$ cat src/rtl/fm_va_pkg.sv
// Types, constants and voice-class helpers for the FM voice allocator.
package fm_va_pkg;

	localparam int NUM_VOICES_DEF = 18;
	localparam int AGE_WIDTH_DEF  = 32;

	localparam int CNT_W   = 5;
	localparam int CHAN_W  = 4;
	localparam int NOTE_W  = 7;
	localparam int VOICE_W = 5;

	// a four-op head is paired with the voice this far above it
	localparam int PAIR_OFF = 3;

	localparam logic OP_NOTE_ON  = 1'b0;
	localparam logic OP_NOTE_OFF = 1'b1;

	typedef enum logic [1:0] {
		MODE_OFF = 2'd0,
		MODE_ON2 = 2'd1,
		MODE_ON4 = 2'd2,
		MODE_NA  = 2'd3
	} mode_t;

	typedef enum logic [2:0] {
		ST_IDLE,
		ST_SEARCH,
		ST_UPDATE,
		ST_OFF_SCAN,
		ST_FINISH
	} state_t;

	// per-voice bookkeeping other than the age
	typedef struct packed {
		mode_t             mode;
		logic [NOTE_W-1:0] note;
		logic [CHAN_W-1:0] owner;
	} vmeta_t;

	// heads of four-op pairs: 0-2 and 9-11
	function automatic logic is_head(logic [CNT_W-1:0] i);
		return (i < 5'd3) || (i > 5'd8 && i < 5'd12);
	endfunction

	// voices that take part in a pair: 0-5 and 9-14
	function automatic logic is_bound(logic [CNT_W-1:0] i);
		return (i < 5'd6) || (i > 5'd8 && i < 5'd15);
	endfunction

endpackage

$ cat src/rtl/fm_va_cell.sv
// One voice slot of the rotating voice ring.
module fm_va_cell #(
	parameter int AGE_WIDTH = fm_va_pkg::AGE_WIDTH_DEF
) (
	input  logic                  clk,
	input  logic                  arst_n,
	input  logic                  shift,
	input  fm_va_pkg::vmeta_t     in_meta,
	input  logic [AGE_WIDTH-1:0]  in_age,
	output fm_va_pkg::vmeta_t     meta,
	output logic [AGE_WIDTH-1:0]  age
);

	fm_va_pkg::vmeta_t     meta_q;
	logic [AGE_WIDTH-1:0]  age_q;

	always_ff @(posedge clk or negedge arst_n) begin
		if (!arst_n) begin
			meta_q <= '{mode: fm_va_pkg::MODE_OFF, note: '0, owner: '0};
			age_q  <= '0;
		end else if (shift) begin
			meta_q <= in_meta;
			age_q  <= in_age;
		end
	end

	assign meta = meta_q;
	assign age  = age_q;

endmodule

$ cat src/rtl/fm_va_ctrl.sv
// Sequencer: LRU search, allocate/release updates, use counter, result register.
module fm_va_ctrl #(
	parameter int NUM_VOICES = fm_va_pkg::NUM_VOICES_DEF,
	parameter int AGE_WIDTH  = fm_va_pkg::AGE_WIDTH_DEF
) (
	input  logic                              clk,
	input  logic                              arst_n,
	input  logic                              in_valid,
	output logic                              in_ready,
	input  logic                              in_op,
	input  logic                              in_four,
	input  logic [fm_va_pkg::CHAN_W-1:0]      in_chan,
	input  logic [fm_va_pkg::NOTE_W-1:0]      in_note,
	input  logic [fm_va_pkg::CNT_W-1:0]       voice_count,
	input  fm_va_pkg::vmeta_t                 cur0,
	input  logic [AGE_WIDTH-1:0]              cur0_age,
	input  fm_va_pkg::vmeta_t                 cur3,
	input  logic [AGE_WIDTH-1:0]              cur3_age,
	output logic                              shift,
	output fm_va_pkg::vmeta_t                 nxt0,
	output logic [AGE_WIDTH-1:0]              nxt0_age,
	output fm_va_pkg::vmeta_t                 nxt3,
	output logic [AGE_WIDTH-1:0]              nxt3_age,
	output logic                              out_valid,
	input  logic                              out_ready,
	output logic [fm_va_pkg::VOICE_W-1:0]     out_voice,
	output logic                              out_found,
	output logic                              out_released,
	output logic                              out_last
);

	localparam int VW = $clog2(NUM_VOICES);
	localparam logic [VW-1:0] LAST_IDX = VW'(NUM_VOICES - 1);
	localparam logic [fm_va_pkg::CNT_W-1:0] MAX_CNT = fm_va_pkg::CNT_W'(NUM_VOICES);

	fm_va_pkg::state_t state_q, state_d;

	logic                          op_q;
	logic                          four_q;
	logic [fm_va_pkg::CHAN_W-1:0]  chan_q;
	logic [fm_va_pkg::NOTE_W-1:0]  note_q;
	logic [VW-1:0]                 idx_q;
	logic [AGE_WIDTH-1:0]          ctr_q, ctr_d;

	logic [2:0]                    have_q;
	logic [AGE_WIDTH-1:0]          best_age_q [3];
	logic [VW-1:0]                 best_v_q [3];

	logic                          pend_valid_q;
	logic [VW-1:0]                 pend_voice_q;
	logic                          pend_found_q;

	logic                          out_valid_q;
	logic [fm_va_pkg::VOICE_W-1:0] out_voice_q;
	logic                          out_found_q;
	logic                          out_rel_q;
	logic                          out_last_q;

	logic [fm_va_pkg::CNT_W-1:0]   n_act;
	logic [fm_va_pkg::CNT_W-1:0]   idx5;
	logic                          in_range;
	logic                          pair_ok;
	logic                          step_last;
	logic                          out_free;
	logic                          accept;

	logic                          cand_ok;
	logic [1:0]                    cls;
	logic [AGE_WIDTH-1:0]          cand_age;
	logic                          better;
	logic                          have_any;
	logic [VW-1:0]                 pick;
	logic                          upd_hit;
	logic                          off_match;
	logic                          off_stall;
	logic                          off_hit;
	logic                          out_load;
	logic [fm_va_pkg::VOICE_W-1:0] out_voice_d;
	logic                          out_found_d;
	logic                          out_last_d;

	assign accept    = in_valid && in_ready;
	assign n_act     = (voice_count > MAX_CNT) ? MAX_CNT : voice_count;
	assign idx5      = fm_va_pkg::CNT_W'(idx_q);
	assign in_range  = idx5 < n_act;
	assign pair_ok   = ({1'b0, idx5} + 6'(fm_va_pkg::PAIR_OFF)) < 6'(NUM_VOICES);
	assign step_last = (idx_q == LAST_IDX);
	assign out_free  = !out_valid_q || out_ready;

	// cost class and effective age of the voice at the ring head
	always_comb begin
		cand_ok  = 1'b0;
		cls      = 2'd0;
		cand_age = cur0_age;
		if (in_range && cur0.mode != fm_va_pkg::MODE_NA) begin
			if (four_q) begin
				cand_ok = fm_va_pkg::is_head(idx5) && pair_ok;
				cls = 2'((cur0.mode != fm_va_pkg::MODE_OFF))
					+ 2'((cur3.mode == fm_va_pkg::MODE_ON2));
				if (cur3.mode == fm_va_pkg::MODE_ON2 && cur3_age > cur0_age) begin
					cand_age = cur3_age;
				end
			end else begin
				cand_ok = 1'b1;
				cls = 2'((fm_va_pkg::is_bound(idx5) || cur0.mode != fm_va_pkg::MODE_OFF))
					+ 2'((cur0.mode != fm_va_pkg::MODE_OFF));
			end
		end
		better = !have_q[cls] || (cand_age < best_age_q[cls]);
	end

	assign have_any = |have_q;

	always_comb begin
		priority if (have_q[0]) begin
			pick = best_v_q[0];
		end else if (have_q[1]) begin
			pick = best_v_q[1];
		end else if (have_q[2]) begin
			pick = best_v_q[2];
		end else begin
			pick = '0;
		end
	end

	assign upd_hit   = (state_q == fm_va_pkg::ST_UPDATE) && have_any && (idx_q == pick);
	assign off_match = in_range
		&& (cur0.mode == fm_va_pkg::MODE_ON2 || cur0.mode == fm_va_pkg::MODE_ON4)
		&& cur0.owner == chan_q && cur0.note == note_q;
	// an earlier match is still pending and the result register is full
	assign off_stall = (state_q == fm_va_pkg::ST_OFF_SCAN) && off_match
		&& pend_valid_q && !out_free;
	assign off_hit   = (state_q == fm_va_pkg::ST_OFF_SCAN) && off_match && !off_stall;

	// new contents for the head slot and its partner slot
	always_comb begin
		nxt0     = cur0;
		nxt0_age = cur0_age;
		nxt3     = cur3;
		nxt3_age = cur3_age;
		ctr_d    = ctr_q;
		if (upd_hit) begin
			nxt0_age   = ctr_q;
			nxt0.note  = note_q;
			nxt0.owner = chan_q;
			ctr_d      = ctr_q + AGE_WIDTH'(1);
			if (four_q) begin
				nxt0.mode  = fm_va_pkg::MODE_ON4;
				nxt3_age   = ctr_q + AGE_WIDTH'(1);
				nxt3.note  = note_q;
				nxt3.owner = chan_q;
				nxt3.mode  = fm_va_pkg::MODE_NA;
				ctr_d      = ctr_q + AGE_WIDTH'(2);
			end else begin
				nxt0.mode = fm_va_pkg::MODE_ON2;
				if (cur0.mode == fm_va_pkg::MODE_ON4 && pair_ok) begin
					nxt3_age  = ctr_q + AGE_WIDTH'(1);
					nxt3.mode = fm_va_pkg::MODE_OFF;
					ctr_d     = ctr_q + AGE_WIDTH'(2);
				end
			end
		end else if (off_hit) begin
			nxt0_age  = ctr_q;
			nxt0.mode = fm_va_pkg::MODE_OFF;
			ctr_d     = ctr_q + AGE_WIDTH'(1);
			if (cur0.mode == fm_va_pkg::MODE_ON4 && pair_ok) begin
				nxt3_age  = ctr_q + AGE_WIDTH'(1);
				nxt3.mode = fm_va_pkg::MODE_OFF;
				ctr_d     = ctr_q + AGE_WIDTH'(2);
			end
		end
	end

	// next state and result-register load
	always_comb begin
		state_d     = state_q;
		shift       = 1'b0;
		out_load    = 1'b0;
		out_voice_d = fm_va_pkg::VOICE_W'(pend_voice_q);
		out_found_d = 1'b1;
		out_last_d  = 1'b0;
		unique case (state_q)
			fm_va_pkg::ST_IDLE: begin
				if (accept) begin
					state_d = (in_op == fm_va_pkg::OP_NOTE_OFF)
						? fm_va_pkg::ST_OFF_SCAN : fm_va_pkg::ST_SEARCH;
				end
			end
			fm_va_pkg::ST_SEARCH: begin
				shift = 1'b1;
				if (step_last) begin
					state_d = fm_va_pkg::ST_UPDATE;
				end
			end
			fm_va_pkg::ST_UPDATE: begin
				shift = 1'b1;
				if (step_last) begin
					state_d = fm_va_pkg::ST_FINISH;
				end
			end
			fm_va_pkg::ST_OFF_SCAN: begin
				shift = !off_stall;
				// a new match pushes the previous one out, not last
				out_load = off_hit && pend_valid_q;
				if (!off_stall && step_last) begin
					state_d = fm_va_pkg::ST_FINISH;
				end
			end
			fm_va_pkg::ST_FINISH: begin
				out_load    = out_free;
				out_voice_d = pend_valid_q ? fm_va_pkg::VOICE_W'(pend_voice_q) : '0;
				out_found_d = pend_valid_q && pend_found_q;
				out_last_d  = 1'b1;
				if (out_free) begin
					state_d = fm_va_pkg::ST_IDLE;
				end
			end
			default: begin
				state_d = fm_va_pkg::ST_IDLE;
			end
		endcase
	end

	always_ff @(posedge clk or negedge arst_n) begin
		if (!arst_n) begin
			state_q <= fm_va_pkg::ST_IDLE;
		end else begin
			state_q <= state_d;
		end
	end

	always_ff @(posedge clk or negedge arst_n) begin
		if (!arst_n) begin
			idx_q        <= '0;
			ctr_q        <= '0;
			have_q       <= '0;
			pend_valid_q <= 1'b0;
			out_valid_q  <= 1'b0;
		end else begin
			ctr_q <= ctr_d;
			if (accept) begin
				idx_q        <= '0;
				have_q       <= '0;
				pend_valid_q <= 1'b0;
			end else if (shift) begin
				idx_q <= step_last ? '0 : idx_q + VW'(1);
			end
			if (state_q == fm_va_pkg::ST_SEARCH && cand_ok && better) begin
				have_q[cls] <= 1'b1;
			end
			if (state_q == fm_va_pkg::ST_UPDATE && step_last) begin
				pend_valid_q <= 1'b1;
			end
			if (off_hit) begin
				pend_valid_q <= 1'b1;
			end
			if (out_load) begin
				out_valid_q <= 1'b1;
			end else if (out_ready) begin
				out_valid_q <= 1'b0;
			end
		end
	end

	always_ff @(posedge clk) begin
		if (accept) begin
			op_q   <= in_op;
			four_q <= in_four;
			chan_q <= in_chan;
			note_q <= in_note;
		end
		if (state_q == fm_va_pkg::ST_SEARCH && cand_ok && better) begin
			best_age_q[cls] <= cand_age;
			best_v_q[cls]   <= idx_q;
		end
		if (state_q == fm_va_pkg::ST_UPDATE && step_last) begin
			pend_voice_q <= pick;
			pend_found_q <= have_any;
		end
		if (off_hit) begin
			pend_voice_q <= idx_q;
			pend_found_q <= 1'b1;
		end
		if (out_load) begin
			out_voice_q <= out_voice_d;
			out_found_q <= out_found_d;
			out_rel_q   <= op_q;
			out_last_q  <= out_last_d;
		end
	end

	assign in_ready     = (state_q == fm_va_pkg::ST_IDLE);
	assign out_valid    = out_valid_q;
	assign out_voice    = out_voice_q;
	assign out_found    = out_found_q;
	assign out_released = out_rel_q;
	assign out_last     = out_last_q;

endmodule

$ cat src/rtl/fm_voice_allocator_core.sv
// FM voice allocator top level: voice ring, sequencer and stream ports.
// Sequence: a note-on runs a search pass and then an update pass around the ring,
//   then FINISH loads the result; a note-off runs one scan pass, then FINISH.
// Throughput: one event at a time; FINISH waits for a free result register, and the
//   ring turns one voice per cycle except while a note-off match stalls on it.
// Reset (arst_n low): voices off, ages/notes/owners and use counter zero, count NUM_VOICES.
module fm_voice_allocator_core #(
	parameter int NUM_VOICES = fm_va_pkg::NUM_VOICES_DEF,
	parameter int AGE_WIDTH  = fm_va_pkg::AGE_WIDTH_DEF
) (
	input  logic        clk,
	input  logic        arst_n,
	// voice count register
	input  logic        cfg_we,
	input  logic [4:0]  cfg_wdata,
	// event input
	input  logic        s_axis_tvalid,
	output logic        s_axis_tready,
	input  logic [15:0] s_axis_tdata,   // [3:0] channel, [10:4] note_number, [15:11] zero
	input  logic [1:0]  s_axis_tuser,   // [0] operation, [1] four_op
	// result output
	output logic        m_axis_tvalid,
	input  logic        m_axis_tready,
	output logic [7:0]  m_axis_tdata,   // [4:0] voice, [5] found, [7:6] zero
	output logic        m_axis_tuser,   // [0] released
	output logic        m_axis_tlast
);

	// Ring position 0 is the working slot; position 3 holds its pair partner.
	// Every shift moves slot j+1 into slot j, and the working slot (after any
	// update) wraps into the top slot, so the ring is back in voice order
	// after NUM_VOICES shifts.
	localparam int PIDX = fm_va_pkg::PAIR_OFF;

	logic [fm_va_pkg::CNT_W-1:0]   count_q;

	fm_va_pkg::vmeta_t             cell_meta [NUM_VOICES];
	logic [AGE_WIDTH-1:0]          cell_age  [NUM_VOICES];
	fm_va_pkg::vmeta_t             cell_in_meta [NUM_VOICES];
	logic [AGE_WIDTH-1:0]          cell_in_age  [NUM_VOICES];

	logic                          shift;
	fm_va_pkg::vmeta_t             nxt0, nxt3;
	logic [AGE_WIDTH-1:0]          nxt0_age, nxt3_age;

	logic [fm_va_pkg::VOICE_W-1:0] out_voice;
	logic                          out_found;
	logic                          out_released;
	logic                          out_last;

	// config register; the user must write it only between events, the block does not enforce it
	always_ff @(posedge clk or negedge arst_n) begin
		if (!arst_n) begin
			count_q <= fm_va_pkg::CNT_W'(NUM_VOICES);
		end else if (cfg_we) begin
			count_q <= cfg_wdata;
		end
	end

	// ring wiring: the updated working slot re-enters at the top,
	// the updated partner drops into the slot below it
	for (genvar j = 0; j < NUM_VOICES; j++) begin : g_ring
		if (j == NUM_VOICES - 1) begin : g_top
			assign cell_in_meta[j] = nxt0;
			assign cell_in_age[j]  = nxt0_age;
		end else if (j == PIDX - 1) begin : g_partner
			assign cell_in_meta[j] = nxt3;
			assign cell_in_age[j]  = nxt3_age;
		end else begin : g_pass
			assign cell_in_meta[j] = cell_meta[j+1];
			assign cell_in_age[j]  = cell_age[j+1];
		end

		fm_va_cell #(
			.AGE_WIDTH (AGE_WIDTH)
		) u_cell (
			.clk     (clk),
			.arst_n  (arst_n),
			.shift   (shift),
			.in_meta (cell_in_meta[j]),
			.in_age  (cell_in_age[j]),
			.meta    (cell_meta[j]),
			.age     (cell_age[j])
		);
	end

	fm_va_ctrl #(
		.NUM_VOICES (NUM_VOICES),
		.AGE_WIDTH  (AGE_WIDTH)
	) u_ctrl (
		.clk          (clk),
		.arst_n       (arst_n),
		.in_valid     (s_axis_tvalid),
		.in_ready     (s_axis_tready),
		.in_op        (s_axis_tuser[0]),
		.in_four      (s_axis_tuser[1]),
		.in_chan      (s_axis_tdata[3:0]),
		.in_note      (s_axis_tdata[10:4]),
		.voice_count  (count_q),
		.cur0         (cell_meta[0]),
		.cur0_age     (cell_age[0]),
		.cur3         (cell_meta[PIDX]),
		.cur3_age     (cell_age[PIDX]),
		.shift        (shift),
		.nxt0         (nxt0),
		.nxt0_age     (nxt0_age),
		.nxt3         (nxt3),
		.nxt3_age     (nxt3_age),
		.out_valid    (m_axis_tvalid),
		.out_ready    (m_axis_tready),
		.out_voice    (out_voice),
		.out_found    (out_found),
		.out_released (out_released),
		.out_last     (out_last)
	);

	// result beat packing
	assign m_axis_tdata = {2'b00, out_found, out_voice};
	assign m_axis_tuser = out_released;
	assign m_axis_tlast = out_last;

endmodule

$ cat config.mk
export PLATFORM = sky130hd
export DESIGN_NAME = fm_voice_allocator_core
export DESIGN_NICKNAME = d
export VERILOG_FILES = /design/src/rtl/fm_va_pkg.sv /design/src/rtl/fm_va_cell.sv /design/src/rtl/fm_va_ctrl.sv /design/src/rtl/fm_voice_allocator_core.sv
export SDC_FILE = /design/constraint.sdc
export NUM_CORES = 2
export LEC_CHECK = 0
export BUFFER_PORTS_ARGS = -buffer_cell sky130_fd_sc_hd__buf_2
export CORE_ASPECT_RATIO = 0.6
export CORE_MARGIN = 3
export CORE_UTILIZATION = 45
export CTS_CLUSTER_SIZE = 30
export DETAILED_ROUTE_END_ITERATION = 7
export GPL_TIMING_DRIVEN = 0
export MAX_ROUTING_LAYER = met4
export PLACE_DENSITY = 0.65
export SETUP_SLACK_MARGIN = 0.3
export SLEW_MARGIN = 15
export SYNTH_ARGS = -nofsm -noshare
export SYNTH_HDL_FRONTEND = slang
export SYNTH_SLANG_ARGS = --single-unit
$ cat constraint.sdc
create_clock -name clk -period 21.6 [get_ports clk]
set_input_delay 1.08 -clock clk [delete_from_list [all_inputs] [get_ports clk]]
set_output_delay 1.08 -clock clk [all_outputs]
set_load 0.005 [all_outputs]
# --- After elaboration in Yosys (flattened, before gate mapping) ---
# Memory sizes are Yosys's and may differ from the RTL's.
# Cells that the tools add are included.
word_totals:
  ff_bits: 887
  latchBits: 0
  mem_bits_rw: 111
  mem_bits_ro: 0
  in_bits: 28
  out_inout_bits: 12
  word_cells: 231
  n_memories: 2
classes:
  addsub: 6
  multipliers: 0
  n_div: 0
  n_lt_le_gt_ge: 12
  n_eq_ne: 17
  shift: 0
  n_mux: 61
  bitwise: 1
  n_reduce_logical: 43
memory_table:
  columns: ["name", "depth", "width", "rd", "rd_ports_with_merged_regs", "wr", "line_no", "source"]
  rows:
  - ["u_ctrl.best_age_q", 3, 32, 1, 0, 1, "fm_va_ctrl.sv:46", "logic [AGE_WIDTH-1:0] best_age_q [3];"]
  - ["u_ctrl.best_v_q", 3, 5, 3, 0, 1, "fm_va_ctrl.sv:47", "logic [VW-1:0] best_v_q [3];"]
op_table:
  columns: ["cell", "n"]
  rows:
  - ["32-bit two-way mux", 13]
  - ["5-bit two-way mux", 11]
  - ["11-bit two-way mux", 3]
  - ["32-bit by 1-bit adder with 32-bit output (second input constant)", 1]
  - ["32-bit by 2-bit adder with 32-bit output (second input constant)", 1]
  - ["32-bit > comparator", 1]
  - ["32-bit < comparator", 1]
  - ["1-bit logical AND", 23]
  - ["3-bit two-way mux", 7]
  - ["2-bit two-way mux", 10]
  - ["3-bit one-hot mux with 5 select lines", 1]
  - ["1-bit two-way mux", 12]
  - ["5-bit by 4-bit < comparator with 1-bit output (second input constant)", 2]
  - ["2-bit nonzero test", 5]
  - ["7-bit equality test", 1]
  - ["5-bit by 2-bit adder with 6-bit output (second input constant)", 1]
  - ["3-bit by 2-bit equality test with 1-bit output (second input constant)", 2]
  - ["1-bit logical OR", 6]
  - ["6-bit by 5-bit < comparator with 1-bit output (second input constant)", 1]
  - ["2-bit by 1-bit != test with 1-bit output (second input constant)", 3]
  - ["2-bit != test (second input constant)", 3]
  - ["5-bit by 1-bit adder with 5-bit output (second input constant)", 1]
  - ["5-bit equality test", 1]
  - ["5-bit equality test (second input constant)", 1]
  - ["23 further kinds", 29]

# --- Longest topological paths before layout ---
logic_depth:
  word_depth: 14
  ltp_mapped: 20
  mapped_depth_nobuf: 18

# --- Cells and area by module ---
# A second synthesis with hierarchy kept.
hier_totals:
  hier_cells: 2915
  hier_area_um2: 46034.2
by_module_without_submodules:
  columns: ["mod", "n_inst", "cells_per_inst", "area_each_um2", "seq_area_each_um2"]
  rows:
  - ["fm_va_cell", 18, 95, 1874.3, 1126.1]
  - ["fm_va_ctrl", 1, 1191, 12086.6, 5260.0]
  - ["fm_voice_allocator_core", 1, 14, 210.2, 127.6]

# --- Least setup slack after synthesis ---
# Ideal clock, no wire load.
synth_timing:
  path_type: "reg-to-reg"
  start: "register count_q[4] (netlist name)"
  end: "memory u_ctrl.best_age_q[2][0] (netlist name) (enable)"
  setup_ns: 0.499
  arrival_ns: 7.128
  required_ns: 21.101
  path_slack_ns: 13.973
  path_stages_with_launch: 19
  n_path_buf: 2
  synth_period_minus_slack_ns: 7.627
  path_cell_list: "dfstp_2 > inv_1 > ha_1 > and4_1 > a2111o_1 > nor2_1 > o211ai_1 > and2_1 > clkbuf_1 > buf_1 > mux2_2 > ha_1 > a211oi_1 > o21bai_1 > a31oi_1 > a31oi_1 > a2111oi_0 > a31oi_1 > a311oi_1"
synth_via:
  word_cells_on_any_way: 17
  classes_between: "order compare: 3; mux: 8; reduce/logical: 5; memory: 1"
synth_lines:
  columns: ["element", "line_no", "source"]
  rows:
  - ["start: declaration", "fm_voice_allocator_core.sv:35", "logic [fm_va_pkg::CNT_W-1:0] count_q;"]
  - ["start signal: assignment", "fm_voice_allocator_core.sv:54", "count_q <= fm_va_pkg::CNT_W'(NUM_VOICES);"]
  - ["start signal: assignment", "fm_voice_allocator_core.sv:56", "count_q <= cfg_wdata;"]
  - ["5-bit > comparator", "fm_va_ctrl.sv:83", "assign n_act = (voice_count > MAX_CNT) ? MAX_CNT : voice_count;"]
  - ["5-bit two-way mux *", "fm_va_ctrl.sv:83", null]
  - ["5-bit < comparator *", "fm_va_ctrl.sv:85", "assign in_range = idx5 < n_act;"]
  - ["1-bit logical AND *", "fm_va_ctrl.sv:95", "if (in_range && cur0.mode != fm_va_pkg::MODE_NA) begin"]
  - ["32-bit two-way mux *", "fm_va_ctrl.sv:95", null]
  - ["net u_ctrl.cand_age[9]", "fm_va_ctrl.sv:69", "logic [AGE_WIDTH-1:0] cand_age;"]
  - ["32-bit < comparator *", "fm_va_ctrl.sv:109", "better = !have_q[cls] || (cand_age < best_age_q[cls]);"]
  - ["1-bit logical OR *", "fm_va_ctrl.sv:109", null]
  - ["1-bit logical AND *", "fm_va_ctrl.sv:272", "if (state_q == fm_va_pkg::ST_SEARCH && cand_ok && better) begin"]
  - ["1-bit two-way mux *", "fm_va_ctrl.sv:272", null]
  - ["1-bit two-way mux (implied by the code) *", "fm_va_ctrl.sv:273", "best_age_q[cls] <= cand_age;"]
  - ["end: declaration", "fm_va_ctrl.sv:46", null]
# The timed path passes the listed nets; every way through them passes the cells marked *. The select of a mux whose other input is x is not followed.

# --- Worst setup path after layout ---
layout_timing:
  start: "register g_ring[0].u_cell.age_q[31]"
  end: "memory u_ctrl.best_age_q[0][27] (netlist name) (enable)"
layout_via:
  elab_chain_cells: 10
layout_rtl:
  columns: ["element", "line_no", "source"]
  rows:
  - ["start: declaration", "fm_va_cell.sv:15", "logic [AGE_WIDTH-1:0] age_q;"]
  - ["start signal: assignment", "fm_va_cell.sv:23", "age_q <= in_age;"]
  - ["32-bit > comparator", "fm_va_ctrl.sv:100", "if (cur3.mode == fm_va_pkg::MODE_ON2 && cur3_age > cur0_age) begin"]
  - ["1-bit logical AND", "fm_va_ctrl.sv:100", null]
  - ["32-bit two-way mux", "fm_va_ctrl.sv:100", null]
  - ["32-bit two-way mux", "fm_va_ctrl.sv:96", "if (four_q) begin"]
  - ["32-bit two-way mux", "fm_va_ctrl.sv:95", null]
  - ["net u_ctrl.cand_age[9]", "fm_va_ctrl.sv:69", null]
  - ["32-bit < comparator", "fm_va_ctrl.sv:109", null]
  - ["1-bit logical OR", "fm_va_ctrl.sv:109", null]
  - ["1-bit logical AND", "fm_va_ctrl.sv:272", null]
  - ["1-bit two-way mux", "fm_va_ctrl.sv:272", null]
  - ["1-bit two-way mux (implied by the code)", "fm_va_ctrl.sv:273", null]
# The timed path passes the listed nets, and every way through them passes these cells.

==> results.yml <==
run_status:
  status: "completed"
synthesis:
  async_flop_share_pct: 86.17
  synth-edff-count: 137
  yosysWarnings: 0
  postSynthAreaPerCell_um2: 9.383
  synth-seq-cells: 998
  yosysUniqueCellTypes: 78
  postSynthCellCount: 4473
  synth-main-ff-cell: "dfrtp_1"
  ys_seq_area_share_pct: 61.13
  synth_area_leaders: "dfrtp_1 (51%), nand2_1 (20%), edfxtp_1 (9.8%)"
  synth_area_um2: 41970
  synth_top_area_cell: "dfrtp_1"
  synth_top_area_share_pct: 51.16
route:
  drc: 0
  ant_nets: 0
  wl_per_cell_um: 19.49
  dr.pass1.iters: 5
  wl_um: 115300
  vias: 31790
  first_iter_violations: 3181
  vias_per_cell: 5.375
job:
  cap_viol_max_count: 0
sta:
  max_freq_mhz: 123.8
  hold_violations: 0
  rsz0062_at_grt: "false"
  min_period_ps: 8075
  period_share_pct: 37.39
  finalSetupTns_ps: 0
  timing.hold.ws_ps: 349.9
  slew_headroom_pct: 11.84
  skew_ps: 16.74
  setup_viol: 0
  maxSlewViolCount: 0
  tightestPinTransition_ps: 1322
placement:
  post-dp-hpwl_um: 84910
  port_buffers: 32
  gp_congestion: 1.022
  place_inst: 5753
  placed_cell_area_um2: 44040
worst_setup_path:
  cpMaxStageDelayCell: "nor4_1"
  r2r_slack_ps: 13520
  startpoint_type: "flip-flop"
  cp_max_fo: 13
  cp_num_buf_inv: 6
  cpPeakStageDelay_ps: 1040
  cp_top_family: "compound AO/OA/AOI/OAI gates"
  path_class: "flip-flop to flip-flop"
  worstRegToRegCells: 21
  r2r_end: "u_ctrl.best_age_q[0][27]"
  critPathArrivalTime_ps: 8440
  critPathRequiredTime_ps: 21960
  crit_chain: "inv_1 -> ha_1 -> nand4_1 -> nor4_1 -> a211oi_1 -> o311ai_0 -> and2_1 -> clkbuf_1 -> buf_1 -> mux2_2 -> ha_1 -> a211oi_1 -> o21bai_1 -> a31oi_1 -> a31oi_1 -> a2111oi_0 -> a311oi_1 -> a211oi_4 -> buf_8 -> buf_8 -> buf_6"
  timing.rr.start: "g_ring[0].u_cell.age[31]"
  critPathCaptureType: "flip-flop"
cts:
  cts_inserted_buffers: 90
  clockRootBuffer: "clkbuf_16"
  cts-resized-gates: 0
  cts_tree: "done"
  clk_path_buf_depth: 3
  clk-insertion-delay-late_ps: 670
  cts_hold_repair.buffers: 0
  clk_pin_slew_ps: 70
  cts.htree.levels: 3
  post_cts_buffers: 0
  cts_sinks: 998
cells_and_area:
  regArea_um2: 25660
  drive_gt1_share_pct: 7.303
  final_cells: 5915
  area_growth_pct: 12.06
  final_area_um2: 47030
  layout_common_cells: "nand2_1 (2285), dfrtp_1 (858), clkbuf_1 (178)"
  fillers: 8515
  num_antenna_cells: 0
  multiInputGateArea_um2: 15010
  nets: 4717
  mostFrequentLayoutCell: "nand2_1"
power:
  combPwrFrac_pct: 39.8
  sequentialPowerShare_pct: 39.0
  leakage_nw: 23.62
  sw_frac_of_total_pct: 43.19
  power_switching_mw: 3.374
  powerDensity_nw_per_um2: 166.1
  clkPwrFrac_pct: 21.2
  internal_power_mw: 4.437
  ir_drop_v: 0.00009365
  p_total_mw: 7.811
grt:
  grt_use_total_pct: 24.51
  grt-ovfl-total: 0
  grt_antenna_before_repair: 2
  grt_pass1_wl_um: 180000
  grt_max_degree: 143
  first_global_vias: 30140
floorplanning:
  die_x_um: 400.3
  rows: 86
  core_region_area_um2: 92110
  start_util_pct: 45.57
  dieArea_um2: 97090
  boundaryPins: 40
  die_h_um: 242.6
worst_hold_path:
  hold_path_class: "primary input to async pin"
[routing by layer]
metal	global-route usage, %	share of wire, %	routed length (um)	vias to the layer above
met1	41.24	52	60320	15780
met2	29.13	37	42180	1192
li1	-	-	-	14670
met3	5.118	9.5	10970	147
met4	4.849	1.6	1828	0
met5	-	0	0	-
[synth_stat cells (4+ instances only)]
master,n
nand2_1,2285
dfrtp_1,858
clkbuf_1,157
edfxtp_1,137
buf_2,88
nor2_1,81
o21ai_0,78
ha_1,76
nand3_1,63
a21oi_1,61
inv_1,56
xnor2_1,56
a31oi_1,53
mux2i_1,47
nand4_1,39
mux2_2,36
nand2b_1,36
a221oi_1,34
o21ai_1,30
a211oi_1,20
xor2_1,19
a21o_1,15
nor3_1,11
nor2b_1,9
nor4_1,8
and4_1,7
nand3b_1,7
buf_1,6
and3_1,5
o211ai_1,5
a211o_1,4
and2_1,4
o21a_1,4
[sequential cells by signal, indices dropped and copies added, names as in the netlist, 7 cells and up]
name                flops
g_ring.u_cell.age     576
g_ring.u_cell.meta    234
u_ctrl.best_age_q      96
u_ctrl.best_v_q        15
u_ctrl.ctr_q           32
u_ctrl.note_q           7
[stage by stage]
stage | setup slack (ps) | utilization, %
after floorplan | 13970 | -
after global placement | 658.8 | 47.42
after detailed placement | 13970 | 47.81
after CTS | 13920 | 51.06
after global routing | 13270 | 51.06
final | 13520 | 51.06
[cell type report]
| class | count | share of cell area, % |
|---|---|---|
| Buffer | 260 | 2.453 |
| Clock buffer | 137 | 5.757 |
| Clock inverter | 25 | 0.6092 |
| Inverter | 56 | 0.4469 |
| Multi-Input combinational cell | 3160 | 31.91 |
| Sequential cell | 998 | 54.55 |
| Tap cell | 1232 | 3.277 |
| Timing Repair Buffer | 47 | 0.9949 |
[logic make-up (layout without fill, tap and decap cells)]
| kind of cell | after synthesis | in the layout | synth area share, % |
|---|---|---|---|
| xor gates and xnor gates | 75 | 75 | 1.565 |
| DFF | 998 | 998 | 61.13 |
| buffers and inverters | 316 | 525 | 3.249 |
| and+or+nand+nor | 2574 | 2574 | 24.21 |
| adders and majority gates | 76 | 76 | 2.266 |
| other | 1 | 2 | 0.008935 |
| muxes | 83 | 83 | 2.087 |
| AOI/OAI and AO/OA | 350 | 350 | 5.488 |
[worst reg2reg max path, stage by stage (launching register included)]
cell and delay, ps:
dfrtp_1 530, inv_1 250, ha_1 390, nand4_1 240, nor4_1 1040, a211oi_1 310
o311ai_0 320, and2_1 230, clkbuf_1 170, buf_1 630, mux2_2 460, ha_1 320
a211oi_1 230, o21bai_1 110, a31oi_1 300, a31oi_1 200, a2111oi_0 560, a311oi_1 330
a211oi_4 490, buf_8 230, buf_8 180, buf_6 220
[worst max path at each step]
stage,cells past startpoint,start,to,slack [ps]
after CTS,21,g_ring[0].u_cell.age[31],u_ctrl.best_age_q[0][27],13920
after detailed placement,21,g_ring[0].u_cell.age[31],u_ctrl.best_age_q[0][23],13970
after global placement,1,arst_n,g_ring[8].u_cell.age[31],660
after floorplan,18,count_q[4],u_ctrl.best_age_q[2][0],13970
final,21,g_ring[0].u_cell.age[31],u_ctrl.best_age_q[0][27],13520
after global routing,21,g_ring[0].u_cell.age[31],u_ctrl.best_age_q[0][27],13270
[power groups by stage]
stage	registers [mW]	logic [mW]	clock network, mW
after floorplan	2.88	2.02	0
after global placement	3.08	2.94	0
after detailed placement	3.06	3.05	0
after CTS	3.04	3.08	1.67
after global routing	3.11	3.49	1.75
final	3.05	3.11	1.65
Power figures use the tool's default switching activity.
